File: config.mk
export PLATFORM = sky130hd
export DESIGN_NAME = sfi_ctrl
export DESIGN_NICKNAME = d
export VERILOG_FILES = /design/src/design/sfi_pkg.sv /design/src/design/sfi_ctrl.sv
export SDC_FILE = /design/constraint.sdc
export NUM_CORES = 1
export LEC_CHECK = 0
export BUFFER_PORTS_ARGS = -buffer_cell sky130_fd_sc_hd__buf_2
export CAP_MARGIN = 30
export CORE_AREA = 2 2 39 41
export CTS_BUF_LIST = sky130_fd_sc_hd__clkbuf_16
export DETAILED_ROUTE_END_ITERATION = 7
export DIE_AREA = 0 0 41 43
export PLACE_DENSITY = 0.53
export SLEW_MARGIN = 0
export SYNTH_ARGS = -nofsm -noshare
export SYNTH_HDL_FRONTEND = slang
export SYNTH_SLANG_ARGS = --single-unit
File: constraint.sdc
create_clock -name clk -period 2.22 [get_ports clk]
set_clock_uncertainty 0.1 [all_clocks]
set_input_delay 0.444 -clock clk [delete_from_list [all_inputs] [get_ports clk]]
set_output_delay 0.444 -clock clk [all_outputs]
set_load 0.05 [all_outputs]
File: src/design/sfi_pkg.sv
`default_nettype none
package sfi_pkg;

  localparam int MAX_ATOMS  = 256;
  localparam int INDEX_BITS = 8;
  localparam int ADDR_W     = (MAX_ATOMS > 1) ? $clog2(MAX_ATOMS) : 1;
  localparam int CNT_W      = $clog2(MAX_ATOMS + 1);
  localparam int DRAIN_CYC  = 10;
  localparam int DCNT_W     = 4;

  localparam logic [1:0] ACT_CLEAR  = 2'd0;
  localparam logic [1:0] ACT_APPEND = 2'd1;
  localparam logic [1:0] ACT_QUERY  = 2'd2;

  localparam logic [2:0] REG_HH   = 3'd0;
  localparam logic [2:0] REG_KK   = 3'd1;
  localparam logic [2:0] REG_LL   = 3'd2;
  localparam logic [2:0] REG_HK   = 3'd3;
  localparam logic [2:0] REG_HL   = 3'd4;
  localparam logic [2:0] REG_KL   = 3'd5;
  localparam logic [2:0] REG_QMAX = 3'd6;

  typedef struct packed {
    logic [1:0]        action;
    logic [15:0]       atom_x;
    logic [15:0]       atom_y;
    logic [15:0]       atom_z;
    logic [15:0]       atom_weight;
    logic signed [7:0] index_h;
    logic signed [7:0] index_k;
    logic signed [7:0] index_l;
  } in_item_t;

  typedef struct packed {
    logic [63:0] intensity;
    logic        within_q;
    logic        status;
    logic [8:0]  atoms_held;
  } out_item_t;

  typedef struct packed {
    logic [31:0]        hh;
    logic [31:0]        kk;
    logic [31:0]        ll;
    logic signed [31:0] hk;
    logic signed [31:0] hl;
    logic signed [31:0] kl;
    logic [47:0]        qmax;
  } metric_t;

  typedef struct packed {
    logic load;
    logic issue;
    logic fin1;
    logic fin2;
    logic emit;
  } sfi_cmd_t;

  typedef struct packed {
    logic empty;
    logic walk_last;
  } sfi_stat_t;

  typedef enum logic [2:0] {
    ST_IDLE,
    ST_WALK,
    ST_DRAIN,
    ST_FIN1,
    ST_FIN2,
    ST_RESP
  } sfi_state_t;

endpackage
`default_nettype wire

File: src/design/sfi_ctrl.sv
`default_nettype none
module sfi_ctrl (
  input  wire logic             clk,
  input  wire logic             rst_n,
  input  wire logic             start,
  input  wire logic [1:0]       action,
  input  wire sfi_pkg::sfi_stat_t stat,
  output sfi_pkg::sfi_cmd_t     cmd,
  output logic                  busy
);
  import sfi_pkg::*;

  sfi_state_t        state_r, state_nxt;
  logic [DCNT_W-1:0] dcnt_r, dcnt_nxt;

  always_ff @(posedge clk) begin
    if (!rst_n) begin
      state_r <= ST_IDLE;
      dcnt_r  <= '0;
    end else begin
      state_r <= state_nxt;
      dcnt_r  <= dcnt_nxt;
    end
  end

  always_comb begin
    state_nxt = state_r;
    cmd       = '0;
    busy      = 1'b1;
    dcnt_nxt  = (state_r == ST_DRAIN) ? dcnt_r + DCNT_W'(1) : '0;
    case (state_r)
      ST_IDLE: begin
        busy = 1'b0;
        if (start) begin
          cmd.load = 1'b1;
          if (action == ACT_QUERY) begin
            state_nxt = stat.empty ? ST_DRAIN : ST_WALK;
          end else begin
            state_nxt = ST_RESP;
          end
        end
      end
      ST_WALK: begin
        cmd.issue = 1'b1;
        if (stat.walk_last) state_nxt = ST_DRAIN;
      end
      ST_DRAIN: begin
        if (dcnt_r == DCNT_W'(DRAIN_CYC - 1)) state_nxt = ST_FIN1;
      end
      ST_FIN1: begin
        cmd.fin1  = 1'b1;
        state_nxt = ST_FIN2;
      end
      ST_FIN2: begin
        cmd.fin2  = 1'b1;
        state_nxt = ST_RESP;
      end
      ST_RESP: begin
        cmd.emit  = 1'b1;
        state_nxt = ST_IDLE;
      end
      default: state_nxt = ST_IDLE;
    endcase
  end
endmodule
`default_nettype wire

Yosys cells after proc, flatten, opt, wreduce, memory -nomap -nowiden
Cells that the tools add are included.
W data, S select, Z words.

operators by class
  add/sub/neg operators = 1
  equal/unequal tests = 10
  mux-type cells = 13
  reductions and logical operators = 3

operator list
  kind                   number
  $pmux W3 S5            1
  $mux W3                4
  $mux W1                7
  $eq A3 B2 Y1 const B   2
  $eq A3 B3 Y1 const B   2
  $add A4 B1 Y4 const B  1
  $eq A4 B4 Y1 const B   1
  $ne A2 B2 Y1 const B   2
  $eq A3 B1 Y1 const B   1
  $logic_not A3 Y1       1
  $reduce_and A3 Y1      1
  $eq A2 B2 Y1 const B   1
  $mux W2                1
  $ne A2 B1 Y1 const B   1
  $reduce_and A2 Y1      1

storage, ports and cells
  flip-flop bits (word level) = 7
  input port bits = 7
  logic and storage cells = 29

Longest topological paths before layout
Gate-level depths: netlist (run 1).

  depth in word-level cells = 4
  mapped depth = 6
  mapped depth without buffers = 6

Least setup slack after synthesis (run 1)
Ideal clock, no wire load.

  path type = register to output
  start point = register state_r[2]
  end point = output port cmd[1] (netlist name)
  arrival = 1.565 ns
  required time = 1.676 ns
  setup slack = 0.111 ns
  stages on the path, launching flop included = 3
  path through = dfxtp_1 > inv_1 > nor3_1

RTL lines
  item                    RTL line        RTL
  from (decl)             sfi_ctrl.sv:13  sfi_state_t state_r, state_nxt;
  from (signal assigned)  sfi_ctrl.sv:21  state_r <= state_nxt;
  to (decl)               sfi_ctrl.sv:8   output sfi_pkg::sfi_cmd_t cmd,

==> metrics.cfg, run 1 <==
[worst_setup_path]
cp_max_fo = 8
arrival_ns = 1.25
endpoint_kind = output pin
cp-start-kind = flop
path_class = flop to output pin
critPathRequiredTime_ns = 1.68

[cells_and_area]
final_layout_size_suffix_gt1_frac = 0.290
multi_input_area_um2 = 226
diodes = 0
nets = 72
syn_to_final_growth_pct = 37.9
seq_area_um2 = 140
fillers = 141
stdcell_count = 78

[yosys]
ys.warnings.count = 0
syn_area_um2 = 389
synth_cell_type_count = 21
yosysSeqAreaShare = 0.360
synth.ff_latch_count = 7
syn-num-nets = 56
avgSynthCellArea_um2 = 8.28
synth_cells = 47

[clock_tree]
clk_path_buf_depth = 2
h-tree-depth = 1
cts_buffers = 3
worst_skew_pair.late_latency_ns = 0.23
clk_pin_slew_ns = 0.04
root_buffer = clkbuf_16
postCtsSetupBuffers = 0
cts_tree = yes
post_cts_resized = 0
cts_hold_buffers = 0
cts_sinks = 7

[grt]
antenna_found_initial = 0
grt_overflow = 0
grt_pass1_wl_mm = 1.14
grt_pass1_vias = 291
grt_max_degree = 10
grt_usage = 0.0998

[timing]
min_period_ns = 1.79
clock.fmax_mhz = 558
maxSlewHeadroom = 0.789
timing.final.crit_share = 0.807
maxSlewViolCount = 0
hold_violations = 0
worst_pin_slew_ns = 0.316
tns_ns = 0
setup_viol = 0
finalWorstSetupSlack_ns = 0.429
grt_setup_unrepaired = false

[hold_path]
hold_path_class = flop to flop

[route]
vias_per_cell = 4.49
vias = 350
ant_nets = 0
drt_first_iter_violations = 15
drcViolationCount = 0
drt_pass1_iterations = 4
routedWlPerCell_um = 9.14
wl_um = 713

[power_and_ir_drop]
peakVddDrop_v = 0.000499
power_leakage_nw = 0.247
p_per_area_nw_per_um2 = 1640

[placement]
routabilityCongestion = 0.697
portBuffers = 12
dp.cells = 74
dpl.hpwl_um = 556
dp_slack_ns = 0.686

[floorplanning]
initial_core_util = 0.281
rows = 14
die_w_um = 41
die-area_um2 = 1760
die_h_um = 43
ioPinCount = 13
core_um2 = 1380

[job]
maxCapViolCount = 0

[run_status]
outcome = finished clean

==> worst max-delay path: stages (launching register included) <==
cell	delay (ns)
dfxtp_1	0.45
inv_1	0.14
nor3_1	0.14
buf_2	0.29
==> final cells by class <==
type                    count  area share
clock inverters             1     0.00699
clock buffers               3       0.140
flip-flops and latches      7       0.261
repair buffers             12       0.112
well taps                  16      0.0373
inverters                   3      0.0210
multi-input cells          36       0.422
==> kinds of logic after synthesis <==
family	after synthesis	synth area share
buffers and inverters	4	0.0579
XOR/XNOR	2	0.0450
AO/OA/AOI/OAI	6	0.119
adder cells (fa/ha/maj)	2	0.0643
AND/OR/NAND/NOR	26	0.354
flip-flops	7	0.360
==> metrics by stage <==
stage	total power, mW	instance area [um2]	hold slack [ns]	util
finish	0.881	537	0.372	0.388
global route	0.936	537	0.386	0.388
CTS	0.890	537	0.367	0.388
detailed placement	0.586	458	0.359	0.331
global placement	0.590	458	0.355	0.331
floorplan	0.528	389	0.333	-
==> cells in the mapped netlist <==
cell type | count | area, um2
or3_4 | 1 | 11.3
nand4_1 | 1 | 6.26
and3_1 | 1 | 6.26
nand3_1 | 2 | 10.0
nand2_1 | 5 | 18.8
o31ai_1 | 1 | 7.51
o21ai_2 | 1 | 8.76
a2bb2oi_2 | 1 | 15.0
xnor2_1 | 1 | 8.76
nor3b_1 | 2 | 15.0
or3_1 | 1 | 6.26
inv_1 | 3 | 11.3
ha_1 | 2 | 25.0
nand3b_1 | 3 | 22.5
nand2b_1 | 1 | 6.26
buf_6 | 1 | 11.3
a21oi_1 | 3 | 15.0
nor3_1 | 1 | 5.00
nor2_1 | 8 | 30.0
xor2_1 | 1 | 8.76
dfxtp_1 | 7 | 140
==> worst paths after layout <==
path,depth (start not counted),from,slack [ns],endpoint
worst max-delay path,3,state_r[2],0.43,cmd[1]
worst min-delay path,1,dcnt_r[0],0.37,dcnt_r[0]
worst max register to register,4,state_r[1],0.87,state_r[1]
worst min register to register,1,dcnt_r[0],0.37,dcnt_r[0]
==> sequential cells by signal (all words and copies together) (netlist names) <==
name     count
dcnt_r       4
state_r      3
==> power by group <==
part           internal (mW)  switching, mW
logic                  0.123          0.260
registers              0.153         0.0455
clock network          0.234         0.0649
==> cell usage in the layout, fill, tap and decap left out, drive strengths merged <==
cell | synthesis | final
nor3b | 2 | 2
xnor2 | 1 | 1
nand4 | 1 | 1
nand3b | 3 | 3
dfxtp | 7 | 7
o31ai | 1 | 1
o21ai | 1 | 1
or3 | 2 | 2
clkbuf | 0 | 3
nor2 | 8 | 8
a2bb2oi | 1 | 1
nand2 | 5 | 5
nand2b | 1 | 1
nand3 | 2 | 2
and3 | 1 | 1
xor2 | 1 | 1
nor3 | 1 | 1
inv | 3 | 4
ha | 2 | 2
a21oi | 3 | 3
buf | 1 | 12
==> layer usage <==
layer	GRT usage	vias to the layer above	wire length, um
li1	-	190	-
met1	0.124	150	339
met2	0.125	8	326
met3	0.0314	2	43
met4	0.100	0	4
met5	0	-	0
Power figures use the tool's default switching activity.
==> run 2: changes to the inputs <==
Settings changed: ABC_AREA from default to 1, PLACE_DENSITY 0.53 to 0.56.
Clock period 2.22 ns to 1.85 ns, I/O delays scaled along.
==> run 2 against run 1 <==
  * Clock-buffer cell count did not move
  * Setup slack worse by 0.30 ns
  * Worst hold slack worse by 0.062 ns
  * Synthesized area up 9.0%
  * Sequential power rose by 28%
  * Critical endpoint is now cmd[0]
  * Highest routed layer is now met3
==> metrics.cfg, run 2 <==
[worst_setup_path]
worstReg2RegStart = state_r[2]
path_class = flop to output pin
cp_max_fo = 6
crit_start = state_r[0]
rrSetupSlack_ns = 0.63
cp_slowest_stage_delay_ns = 0.46
cp_slowest_cell = dfxtp_1
arrival_ns = 1.25
endpoint_kind = output pin
path_cells = inv_1, nor3_2, buf_2
r2r_cells = 8
critPathRequiredTime_ns = 1.38
cp-start-kind = flop

[floorplanning]
ioPinCount = 13
initial_core_util = 0.307
rows = 14
die_w_um = 41
die-area_um2 = 1760
die_h_um = 43
core_um2 = 1380

[yosys]
avgSynthCellArea_um2 = 7.44
synth_compound_area_frac = 0.0472
synth-xor-area-share = 0.0206
synth_top_cell_area_share = 0.330
postSynth.asyncResetShare = 0
yosysSeqAreaShare = 0.330
synth_area_leader_cell = dfxtp_1
synthMuxAreaShare = 0
ys.warnings.count = 0
synth_top_family_by_area = simple AND/OR/NAND/NOR gates
synth_flop_cell = dfxtp_1
synth_cell_type_count = 19
synthTopCellsByCount = 10 x nor2_1, 7 x dfxtp_1, 7 x nand2_1
synth.ff_latch_count = 7
synth_enable_flop_cells = 0
synth.area.top_cells = dfxtp_1 33%, nor2_1 8.8%, nand2_1 6.2%
syn-num-nets = 66
synth.most_common_cell = nor2_1
synthSimpleGateAreaFrac = 0.463
syn_area_um2 = 424
synth_adder_area_share = 0.0590
synth_cells = 57

[timing]
hold_violations = 0
grt_setup_unrepaired = false
timing.final.crit_share = 0.932
maxSlewViolCount = 0
clock.fmax_mhz = 580
worst_pin_slew_ns = 0.260
setup_viol = 0
maxSlewHeadroom = 0.826
min_period_ns = 1.72

[cells_and_area]
largest_register_ffs = 4
final_layout_size_suffix_gt1_frac = 0.417
final_cell_mix = 12 x buf_2, 9 x nor2_1, 7 x nand2_1
nets = 82
syn_to_final_growth_pct = 39.2
reg.largest.list = dcnt_r: 4 flops, state_r: 3 flops
layout_commonest_cell = buf_2
regMostFlops = dcnt_r
stdcell_count = 88
diodes = 0
post-route-util = 0.427

[run_status]
outcome = finished clean

[grt]
grt_overflow = 0
grt_usage = 0.122
grt_max_degree = 10
grt_pass1_wl_mm = 1.45
grt_pass1_vias = 359
antenna_found_initial = 0

[job]
maxCapViolCount = 0

[route]
wl_um = 791
vias_per_cell = 4.48
vias = 394
ant_nets = 0
drt_first_iter_violations = 10
routedWlPerCell_um = 8.99
drt_pass1_iterations = 4
drcViolationCount = 0

[power_and_ir_drop]
p_per_area_nw_per_um2 = 1950
peakVddDrop_v = 0.000741
power_leakage_nw = 0.280

[clock_tree]
h-tree-depth = 1
root_buffer = clkbuf_16
clk_path_buf_depth = 2
cts_sinks = 7
clk_pin_slew_ns = 0.04
cts_buffers = 3
cts_tree = yes
worst_skew_pair.late_latency_ns = 0.23
postCtsSetupBuffers = 0

[hold_path]
min_delay_path_depth = 3
hold_path_class = input port to flop
min_from = rst_n

[placement]
routabilityCongestion = 0.735
dp.cells = 84
dpl.hpwl_um = 651
portBuffers = 12

[run 2: power by group]
group / switching (mW) / internal (mW) / leakage, nW
Clock: 0.0791 / 0.281 / 0.0423
Sequential: 0.0645 / 0.188 / 0.0575
Combinational: 0.388 / 0.153 / 0.180
[run 2: final timing paths]
kind | end
worst max-delay path | cmd[0]
worst min-delay path | state_r[1]
worst max register to register | state_r[1]
worst min register to register | dcnt_r[0]
[run 2: cells by family after synthesis]
kind of cell    count (synthesis)
xor+xnor                        1
flops                           7
simple gates                   36
buf+inv                         7
compound gates                  4
fa+ha+maj                       2
[run 2: metal layers]
layer  GRT usage  vias to the layer above  routed length, um
met5           0                        -                  0
met1       0.166                      176                380
met2       0.163                        4                377
met3      0.0628                        0                 33
met4      0.0400                        0                  0
li1            -                      214                  -
[run 2: cell type report]
cell class                      count  area (um2)
Clock buffer                        3        75.1
Timing Repair Buffer               12        60.1
Multi-Input combinational cell     43         268
Clock inverter                      1        3.75
Sequential cell                     7         141
Inverter                            6        22.5
Tap cell                           16        20.0
Fill cell                         156         793
[run 2: repair_timing]
action                     in CTS  in global routing
gates resized for setup         0                  1
hold buffers                    0                  0
setup endpoints to repair       0                  2
[run 2: per-stage QoR]
| stage | area (um2) | power, mW | setup TNS [ns] | hold slack [ns] | setup slack [ns] |
|---|---|---|---|---|---|
| 2_1_floorplan | 442 | 0.713 | -0.0822 | 0.333 | -0.0822 |
| 3_3_place_gp | 510 | 0.798 | 0 | 0.350 | 0.333 |
| 3_5_place_dp | 510 | 0.802 | 0 | 0.357 | 0.331 |
| 4_1_cts | 589 | 1.17 | 0 | 0.312 | 0.0842 |
| 5_1_grt | 591 | 1.25 | 0 | 0.319 | 0.0329 |
| 6_report | 591 | 1.15 | 0 | 0.310 | 0.127 |
[run 2: worst max-delay path: cells and delay by family (launching register included)]
family,cells,cell delay (ns)
DFF,1,0.46
buffers and inverters,2,0.41
and+or+nand+nor,1,0.16
